### src/pcw_pkg.sv
`timescale 1ns / 1ps
// Shared types, constants and size helpers of the padded crop window engine.
// Used by pcw_cfg, the top level and the testbench; depends on nothing.
package pcw_pkg;

    localparam int MAX_HEIGHT   = 64;
    localparam int MAX_WIDTH    = 64;
    localparam int MAX_CHANNELS = 4;
    localparam int WORD_WIDTH   = 32;
    localparam int CROP_MAX     = 128;

    localparam int DIM_W   = 7;
    localparam int CHAN_W  = 3;
    localparam int CROP_W  = 8;
    localparam int OFF_W   = 8;
    localparam int POS_W   = 7;
    localparam int SEL_W   = 2;
    localparam int ROW_W   = $clog2(MAX_HEIGHT);
    localparam int COL_W   = $clog2(MAX_WIDTH);
    localparam int AREA_W  = $clog2(MAX_HEIGHT * MAX_WIDTH + 1);
    localparam int PIX_W   = $clog2(MAX_HEIGHT * MAX_WIDTH);
    localparam int DEPTH   = MAX_HEIGHT * MAX_WIDTH * MAX_CHANNELS;
    localparam int ADDR_W  = $clog2(DEPTH);
    localparam int COUNT_W = 15;
    localparam int IDX_W   = 4;
    localparam int DATA_W  = 8;

    localparam logic OP_LOAD  = 1'b0;
    localparam logic OP_FETCH = 1'b1;

    typedef enum logic [IDX_W-1:0] {
        REG_IN_HEIGHT      = 4'd0,
        REG_IN_WIDTH       = 4'd1,
        REG_CHANNELS       = 4'd2,
        REG_CROP_HEIGHT    = 4'd3,
        REG_CROP_WIDTH     = 4'd4,
        REG_ROW_OFFSET     = 4'd5,
        REG_COL_OFFSET     = 4'd6,
        REG_CHANNELS_FIRST = 4'd7
    } pcw_reg_t;

    typedef enum logic [3:0] {
        ST_IDLE = 4'b0001,
        ST_PIX  = 4'b0010,
        ST_ADDR = 4'b0100,
        ST_OUT  = 4'b1000
    } pcw_state_t;

    typedef struct packed {
        logic [DIM_W-1:0]        height;
        logic [DIM_W-1:0]        width;
        logic [CHAN_W-1:0]       chans;
        logic [CROP_W-1:0]       crop_h;
        logic [CROP_W-1:0]       crop_w;
        logic signed [OFF_W-1:0] row_off;
        logic signed [OFF_W-1:0] col_off;
        logic                    chan_first;
        logic [AREA_W-1:0]       area;
    } pcw_cfg_t;

    function automatic logic [DIM_W-1:0] clamp_dim(input logic [DIM_W-1:0] v,
                                                   input int hi);
        logic [DIM_W-1:0] r;
        if (v == '0) r = DIM_W'(1);
        else if (v > DIM_W'(hi)) r = DIM_W'(hi);
        else r = v;
        return r;
    endfunction

    function automatic logic [CHAN_W-1:0] clamp_chan(input logic [CHAN_W-1:0] v);
        logic [CHAN_W-1:0] r;
        if (v == '0) r = CHAN_W'(1);
        else if (v > CHAN_W'(MAX_CHANNELS)) r = CHAN_W'(MAX_CHANNELS);
        else r = v;
        return r;
    endfunction

    function automatic logic [CROP_W-1:0] clamp_crop(input logic [CROP_W-1:0] v);
        logic [CROP_W-1:0] r;
        if (v == '0) r = CROP_W'(1);
        else if (v > CROP_W'(CROP_MAX)) r = CROP_W'(CROP_MAX);
        else r = v;
        return r;
    endfunction

endpackage

### src/pcw_cfg.sv
`timescale 1ns / 1ps
// Configuration register file of the padded crop window engine.
// Keeps sizes already clamped and the image area; depends on pcw_pkg.
module pcw_cfg (
    input  logic                         clk,
    input  logic                         rst_n,
    input  logic                         cfg_valid,
    output logic                         cfg_ready,
    input  logic [pcw_pkg::IDX_W-1:0]    cfg_index,
    input  logic [pcw_pkg::DATA_W-1:0]   cfg_data,
    output pcw_pkg::pcw_cfg_t            cfg
);

    pcw_pkg::pcw_cfg_t cfg_reg;
    pcw_pkg::pcw_cfg_t cfg_next;
    logic [pcw_pkg::DIM_W-1:0] dim_h;
    logic [pcw_pkg::DIM_W-1:0] dim_w;

    assign cfg_ready = 1'b1;
    assign cfg       = cfg_reg;
    assign dim_h     = pcw_pkg::clamp_dim(cfg_data[pcw_pkg::DIM_W-1:0], pcw_pkg::MAX_HEIGHT);
    assign dim_w     = pcw_pkg::clamp_dim(cfg_data[pcw_pkg::DIM_W-1:0], pcw_pkg::MAX_WIDTH);

    always_comb
    begin
        cfg_next = cfg_reg;
        if (cfg_valid)
        begin
            unique case (cfg_index)
                pcw_pkg::REG_IN_HEIGHT:
                begin
                    cfg_next.height = dim_h;
                    cfg_next.area   = pcw_pkg::AREA_W'(dim_h) *
                                      pcw_pkg::AREA_W'(cfg_reg.width);
                end
                pcw_pkg::REG_IN_WIDTH:
                begin
                    cfg_next.width = dim_w;
                    cfg_next.area  = pcw_pkg::AREA_W'(cfg_reg.height) *
                                     pcw_pkg::AREA_W'(dim_w);
                end
                pcw_pkg::REG_CHANNELS:
                    cfg_next.chans = pcw_pkg::clamp_chan(cfg_data[pcw_pkg::CHAN_W-1:0]);
                pcw_pkg::REG_CROP_HEIGHT:
                    cfg_next.crop_h = pcw_pkg::clamp_crop(cfg_data);
                pcw_pkg::REG_CROP_WIDTH:
                    cfg_next.crop_w = pcw_pkg::clamp_crop(cfg_data);
                pcw_pkg::REG_ROW_OFFSET:
                    cfg_next.row_off = $signed(cfg_data);
                pcw_pkg::REG_COL_OFFSET:
                    cfg_next.col_off = $signed(cfg_data);
                pcw_pkg::REG_CHANNELS_FIRST:
                    cfg_next.chan_first = cfg_data[0];
                default:
                    cfg_next = cfg_reg;
            endcase
        end
    end

    always_ff @(posedge clk or negedge rst_n)
    begin
        if (!rst_n)
        begin
            cfg_reg.height     <= pcw_pkg::DIM_W'(1);
            cfg_reg.width      <= pcw_pkg::DIM_W'(1);
            cfg_reg.chans      <= pcw_pkg::CHAN_W'(1);
            cfg_reg.crop_h     <= pcw_pkg::CROP_W'(1);
            cfg_reg.crop_w     <= pcw_pkg::CROP_W'(1);
            cfg_reg.row_off    <= '0;
            cfg_reg.col_off    <= '0;
            cfg_reg.chan_first <= 1'b1;
            cfg_reg.area       <= pcw_pkg::AREA_W'(1);
        end
        else
        begin
            cfg_reg <= cfg_next;
        end
    end

endmodule

### config.mk
export PLATFORM = sky130hd
export DESIGN_NAME = pcw_cfg
export DESIGN_NICKNAME = d
export VERILOG_FILES = /design/src/pcw_pkg.sv /design/src/pcw_cfg.sv
export SDC_FILE = /design/constraint.sdc
export NUM_CORES = 1
export LEC_CHECK = 0
export BUFFER_PORTS_ARGS = -buffer_cell sky130_fd_sc_hd__buf_2
export CAP_MARGIN = 20
export CORE_MARGIN = 2
export CORE_UTILIZATION = 33
export DETAILED_ROUTE_END_ITERATION = 7
export SLEW_MARGIN = 10
export SYNTH_ARGS = -nofsm -noshare
export SYNTH_HDL_FRONTEND = slang
export SYNTH_SLANG_ARGS = --single-unit
export TNS_END_PERCENT = 100
### constraint.sdc
create_clock -name clk -period 8.57 [get_ports clk]
set_input_delay 0.4285 -clock clk [delete_from_list [all_inputs] [get_ports clk]]
set_output_delay 0.4285 -clock clk [all_outputs]
set_load 0.02 [all_outputs]
==> results of run 1 <==
-- metrics by stage --
stage | utilization, % | instances
4_1_cts | 39.4 | 843
6_report | 39.4 | 843
3_5_place_dp | 37.8 | 827
5_1_grt | 39.4 | 843
3_3_place_gp | 37.8 | 827
2_1_floorplan | - | 539
-- worst min path at each step --
stage | from | end | slack, ns | depth (start not counted)
final | rst_n | cfg[23]$_DFFE_PN0P_ | 0.27 | 2
after global routing | rst_n | cfg[16]$_DFFE_PN0P_ | 0.35 | 2
after detailed placement | cfg[22]$_DFFE_PN0P_ | cfg[22]$_DFFE_PN0P_ | 0.47 | 2
after floorplan | rst_n | cfg[10]$_DFFE_PN0P_ | 0.13 | 0
after global placement | cfg[22]$_DFFE_PN0P_ | cfg[22]$_DFFE_PN0P_ | 0.47 | 2
after CTS | rst_n | cfg[12]$_DFFE_PN0P_ | 0.31 | 2
-- cells in the final DEF, fill, tap and decap left out, types with 2 or more instances in the layout --
master / netlist / routed
inv_6: 0 / 3
nand2_1: 43 / 43
mux2_1: 14 / 14
o21bai_1: 2 / 2
o21ai_1: 13 / 13
o21ai_0: 10 / 10
mux2i_1: 5 / 5
a211oi_1: 7 / 7
xor2_1: 4 / 4
buf_4: 1 / 8
o21a_1: 3 / 3
mux2_2: 32 / 32
clkbuf_16: 0 / 9
fa_1: 46 / 46
nand4b_1: 2 / 2
clkinvlp_4: 0 / 2
o211ai_1: 3 / 3
inv_1: 41 / 41
dfstp_2: 7 / 7
or2_2: 2 / 2
ha_1: 60 / 60
o22ai_1: 2 / 2
a211o_1: 3 / 3
nor2_1: 20 / 20
and2_1: 77 / 77
xnor2_1: 14 / 14
dfrtp_1: 56 / 56
o31ai_1: 2 / 2
a21o_1: 6 / 6
a21oi_1: 14 / 14
o21a_2: 2 / 2
buf_2: 2 / 77
nor2b_1: 11 / 11
-- per-layer routing --
metal	routed length, um	share of wire [%]	vias to the layer above	track usage [%]
li1	-	-	1972	-
met1	6670	47	2103	22.8
met2	6300	45	118	26.0
met3	950	6.8	13	4.54
met4	119	0.85	0	3.86
met5	0	0	-	0
-- area by class of cell --
cell class | instances | area (sq um)
Sequential cell | 63 | 1590
Tap cell | 220 | 275
Timing Repair Buffer | 85 | 445
Fill cell | 1650 | 10100
Multi-Input combinational cell | 418 | 3820
Inverter | 41 | 154
Clock buffer | 9 | 225
Clock inverter | 7 | 55.1
-- power breakdown --
group / total, uW / switching (uW) / internal, uW
clock network: 353 / 154 / 199
logic: 496 / 293 / 203
registers: 427 / 62.1 / 365
-- worst max-delay path: stages --
cell,delay [ns]
buf_2,0.41
nor2b_1,0.10
buf_4,0.22
and2_1,0.19
fa_1,0.53
inv_1,0.05
fa_1,0.52
inv_1,0.05
fa_1,0.48
inv_1,0.05
fa_1,0.48
inv_1,0.05
ha_1,0.32
o21a_2,0.14
a211o_1,0.31
a211o_1,0.31
a311o_1,0.37
a32oi_1,0.18
o21ai_1,0.09
-- cell families after synthesis --
family,share of synthesized area (%)
mux,10.1
simple gates,16.0
compound gates,8.82
xor+xnor,3.29
flops,28.1
other cells,0.0666
fa+ha+maj,29.7
buf+inv,3.98
==> reports/qor.txt, run 1 <==
Status: completed
Initial core utilization: 33.9%
Top_reg_cell synth: dfrtp_1
Final wirelength: 14.0 mm
Max IR drop VDD: 0.129 mV
Yosys warns: 0
Die Ht: 135 um
N_diodes: 0
Post-place setup slack: 3.16 ns
Fin. Hold Viols: 0
1st-pass router iterations: 4
CP Launch Type: input port
Total power: 1280 uW
Post-DP Area: 6280 sq um
Mean post-synth cell area: 10.5 sq um
Worst Slack Setup Final: 3.50 ns
Vias: 4206
Final setup violation count: 0
Syn nets: 660
Crit path from: cfg_data[6]
Detailed placement HPWL: 10.4 mm
First-pass GRT wire length: 23.4 mm
Worst slew pin tran: 0.834 ns
Final GP Congestion: 0.809
Leakage power: 0.00344 uW
CTS Buf Count: 9
Root Driver: clkbuf_16
Min Hold Slack: 0.269 ns
Reg2Reg Setup Slack: 3.77 ns
Post-DRT Antenna Nets: 0
GRT Util Overall: 16.5%
Slew Limit Fails: 0
Number of placement rows: 47
Register area share after synthesis: 28.1%
Max Freq: 197 MHz
Fin area: 6570 sq um
Mapped cell area: 5630 sq um
Min Tclk post-route: 5.07 ns
Initial antenna violation count: 0
Layout area overhead: 16.5%
Pwr Density: 194 nW/um^2
Final #Nets: 739
DRT iter0 DRCs: 229
Share of synthesized registers carrying an async set or reset: 100%
Sink Count: 63
CTS Hold Bufs: 0
CTS tree: yes
Share of cells above drive strength 1: 24.1%
Clock H-tree levels: 3
Setup TNS Final: 0 ns
Post-CTS setup buffer count: 0
R2R Path Start: cfg[61]$_DFFE_PN0P_
Worst min-delay path class: in2async
Clk_skew: 0.00824 ns
Ports: 79
Capturing point of the worst reg2reg path: cfg[12]$_DFFE_PN0P_
Synth top area cells: dfrtp_1 25%, fa_1 16%, ha_1 13%
Post-CTS sizing: 0
Max FFs per register: 63
Commonest cells post-synth: 77 x and2_1, 60 x ha_1, 56 x dfrtp_1
Core area: 16600 sq um
Port bufs: 77
Tcrit/Tclk final: 59.2%
Synth cell types: 52
Cell with the most instances after synthesis: and2_1
Crit end category: flip-flop
DRC: 0
Seq cells post-synth: 63
Critical path destination: cfg[12]$_DFFE_PN0P_
Critical-path maximum fanout: 26
Post-synth EDFFs: 0
Critical path type: in2reg
Reg2Reg Depth: 16
Largest net degree at the start of global routing: 64
Top cell type by total area after synthesis: dfrtp_1
Synth Instances: 539
Clock buffer depth: 2
Number of global-route vias before repair: 4527
Worst skew pair latency: 0.35 ns
Die area: 18100 sq um
GRT Residual Overflow: 0
CP arrival: 5.28 ns
CP required: 8.78 ns
Maxcap violations: 0
Drt wl/cell: 16.7 um
Worst-path clk slew: 0.06 ns
RSZ-0062 raised after global routing: no
Vias per cell: 4.99
Share of the synthesized area in the top cell type: 24.9%
Max-slew headroom: 44.4%
Die W: 135 um
Power figures use the tool's default switching activity.
==> inputs of run 2 (changes only) <==
--- a/config.mk
+++ b/config.mk
@@ -5,6 +5,7 @@
 export SDC_FILE = /design/constraint.sdc
 export NUM_CORES = 1
 export LEC_CHECK = 0
+export ABC_AREA = 1
 export BUFFER_PORTS_ARGS = -buffer_cell sky130_fd_sc_hd__buf_2
 export CAP_MARGIN = 20
 export CORE_MARGIN = 2
==> constraint.sdc (replaced) <==
create_clock -name clk -period 4.8 [get_ports clk]
set_input_delay 0.24 -clock clk [delete_from_list [all_inputs] [get_ports clk]]
set_output_delay 0.24 -clock clk [all_outputs]
set_load 0.02 [all_outputs]
==> run 2 against run 1 <==
Compared with the run above: register-to-register slack worse by 3.3 ns; utilization grew 0.20 points; sequential share of layout area down 1.1 points; via count up 21%; clock-buffer cell count up 1; first-iteration DRC count is 2.2% higher; synthesized cell count grew 43%.
==> reports/qor.txt, run 2 <==
RSZ-0062 raised after global routing: no
WL met1: 7.48 mm (+12%)
Synth cell types: 38 (-27%)
Root Driver: clkbuf_16
Ports: 79 (unchanged)
Synth Instances: 769 (+43%)
Share of synthesized registers carrying an async set or reset: 100% (unchanged)
Crit end category: flip-flop
Max IR drop VDD: 0.258 mV (+100%)
Min Hold Slack: 0.0814 ns (-0.187 ns)
Die Ht: 138 um (+2.2%)
Worst-path clk slew: 0.06 ns (about the same)
CP required: 5.07 ns (-3.71 ns)
Top sig layer: met4
Seq cells post-synth: 63 (unchanged)
Slew Limit Fails: 0 (unchanged)
Initial antenna violation count: 0 (unchanged)
Clk_skew: 0.00461 ns (-0.00363 ns)
Tcrit/Tclk final: 90.8%
CP Launch Type: flip-flop
Cell with the most instances after synthesis: nand2_1
Worst Slack Setup Final: 0.441 ns (-3.05 ns)
Drt wl/cell: 14.0 um (-16%)
Fin. Hold Viols: 0 (unchanged)
Core area: 17400 sq um (+4.3%)
Post-CTS sizing: 0 (unchanged)
CP arrival: 4.63 ns (-0.65 ns)
Worst skew pair latency: 0.33 ns (-0.02 ns)
Port bufs: 77 (unchanged)
Max-slew headroom: 45.9% (+1.5 points)
Post-place setup slack: 0.152 ns (-3.01 ns)
Die area: 19000 sq um (+4.5%)
Final GP Congestion: 0.899 (+11%)
CTS Hold Bufs: 0 (unchanged)
Die W: 138 um (+2.2%)
Syn nets: 890 (+35%)
Pwr Density: 442 nW/um^2 (+130%)
CTS tree: yes
Register area share after synthesis: 26.9% (-1.3 points)
Yosys warns: 0 (unchanged)
Mapped cell area: 5900 sq um (+4.7%)
Largest net degree at the start of global routing: 64 (unchanged)
Min Tclk post-route: 4.36 ns
DRC: 0 (unchanged)
Met2 wire length: 6.70 mm (+6.2%)
Final wirelength: 15.3 mm (+9.0%)
Top cell type by total area after synthesis: dfrtp_1
Final setup violation count: 0 (unchanged)
Setup TNS Final: 0 ns (unchanged)
First-pass GRT wire length: 25.6 mm (+9.3%)
Status: completed
Post-CTS setup buffer count: 0 (unchanged)
Share of the synthesized area in the top cell type: 23.8% (-1.1 points)
Top_reg_cell synth: dfrtp_1
Final #Nets: 981 (+33%)
Vias per cell: 4.68 (-6.3%)
Leakage power: 0.00382 uW (+11%)
Worst slew pin tran: 0.806 ns (-0.0278 ns)
Maxcap violations: 0 (unchanged)
Number of placement rows: 48 (+2.1%)
Number of global-route vias before repair: 4988 (+10%)
Layout area overhead: 16.7%
Detailed placement HPWL: 12.3 mm (+19%)
Worst min-delay path class: in2async
Share of cells above drive strength 1: 17.5% (-6.6 points)
Synth top area cells: dfrtp_1 24%, fa_1 16%, nand2_1 13%
Clock H-tree levels: 3 (unchanged)
Met3 wire length: 973 um (+2.4%)
GRT Util Overall: 17.3% (+0.78 points)
GRT Residual Overflow: 0 (unchanged)
Most common cell after layout, fill and taps aside: nand2_1
1st-pass router iterations: 4 (unchanged)
Critical path type: reg2reg
Post-synth EDFFs: 0 (unchanged)
Critical-path maximum fanout: 6 (-77%)
Vias: 5096 (+21%)
N_diodes: 0 (unchanged)
Clock buffer depth: 2 (unchanged)
CTS Buf Count: 9 (unchanged)
Initial core utilization: 34.0% (+0.12 points)
Commonest cells post-synth: 204 x nand2_1, 118 x nor2_1, 109 x inv_1
Sink Count: 63 (unchanged)
Post-DRT Antenna Nets: 0 (unchanged)
Max Freq: 229 MHz
Mean post-synth cell area: 7.67 sq um (-27%)
DRT iter0 DRCs: 234 (+2.2%)
Most frequent cells in the layout: 204 x nand2_1, 118 x nor2_1, 109 x inv_1
Max FFs per register: 63 (unchanged)
==> run 2: cell count changes after synthesis, moves of 29 or more <==
cell | before | now
nand2_1 | 43 | 204
inv_1 | 41 | 109
and2_1 | 77 | 0
nand3_1 | 1 | 30
mux2_2 | 32 | 0
nor2_1 | 20 | 118
==> run 2: kinds of logic after synthesis <==
kind of cell               after synthesis  share of synthesized area [%]
other                                    1                         0.0636
and+or+nand+nor                        373                           26.2
xor gates and xnor gates                 4                          0.594
adders and majority gates              106                           28.3
AOI/OAI and AO/OA                       84                           8.17
buffers and inverters                  138                           9.74
DFF                                     63                           26.9
==> run 2: final timing paths <==
path                                           from                   to  slack, ns  depth (start not counted)
worst max-delay path            cfg[52]$_DFFE_PN0P_   cfg[9]$_DFFE_PN0P_       0.44                         20
worst min-delay path                          rst_n  cfg[14]$_DFFE_PN0P_       0.08                          2
worst max register to register  cfg[52]$_DFFE_PN0P_   cfg[9]$_DFFE_PN0P_       0.44                         20
worst min register to register  cfg[38]$_DFFE_PN1P_  cfg[38]$_DFFE_PN1P_       0.47                          2
max in group asynchronous                     rst_n   cfg[5]$_DFFE_PN0P_       4.18                          2
min in group clk                        cfg_data[1]  cfg[47]$_DFFE_PN0P_       0.15                          3
==> run 2: through the flow <==
step | total power, uW | instances | cell area [sq um] | utilization (%)
6_report | 3040 | 1090 | 6880 | 39.6
4_1_cts | 3070 | 1090 | 6880 | 39.6
3_3_place_gp | 2380 | 1074 | 6590 | 38.0
2_1_floorplan | 1920 | 769 | 5900 | -
5_1_grt | 3340 | 1090 | 6880 | 39.6
3_5_place_dp | 2400 | 1074 | 6590 | 38.0
==> run 2: report_power, final <==
part           total [uW]  switching (uW)  internal [uW]
registers             774             103            671
clock network         651             251            400
logic                1620            1040            581
total                3040            1390           1650
==> run 2: cell type report <==
class,instances,area (sq um)
fill,1828,10500
multi-input combinational,568,3740
sequential,63,1590
timing repair buffer,95,520
inverter,123,467
tap,225,282
clock buffer,10,229
clock inverter,6,61.3
==> run 2: layer usage <==
layer,vias to the layer above,GRT usage (%)
li1,2576,-
met1,2363,24.4
met2,144,27.6
met3,13,3.50
met4,0,3.49
met5,-,0
==> run 2: worst max-delay path: stages, from the launching register on <==
cell	delay (ns)
dfrtp_1	0.44
inv_1	0.21
nor2_1	0.10
fa_1	0.54
inv_1	0.05
fa_1	0.48
inv_1	0.06
fa_1	0.54
inv_1	0.06
fa_1	0.55
inv_1	0.05
ha_1	0.34
a21oi_1	0.29
nor2_1	0.07
nor2_1	0.09
nand2_1	0.06
nand2_1	0.05
nand2_1	0.04
o21ai_0	0.14
nand2_1	0.06
nand2_1	0.07
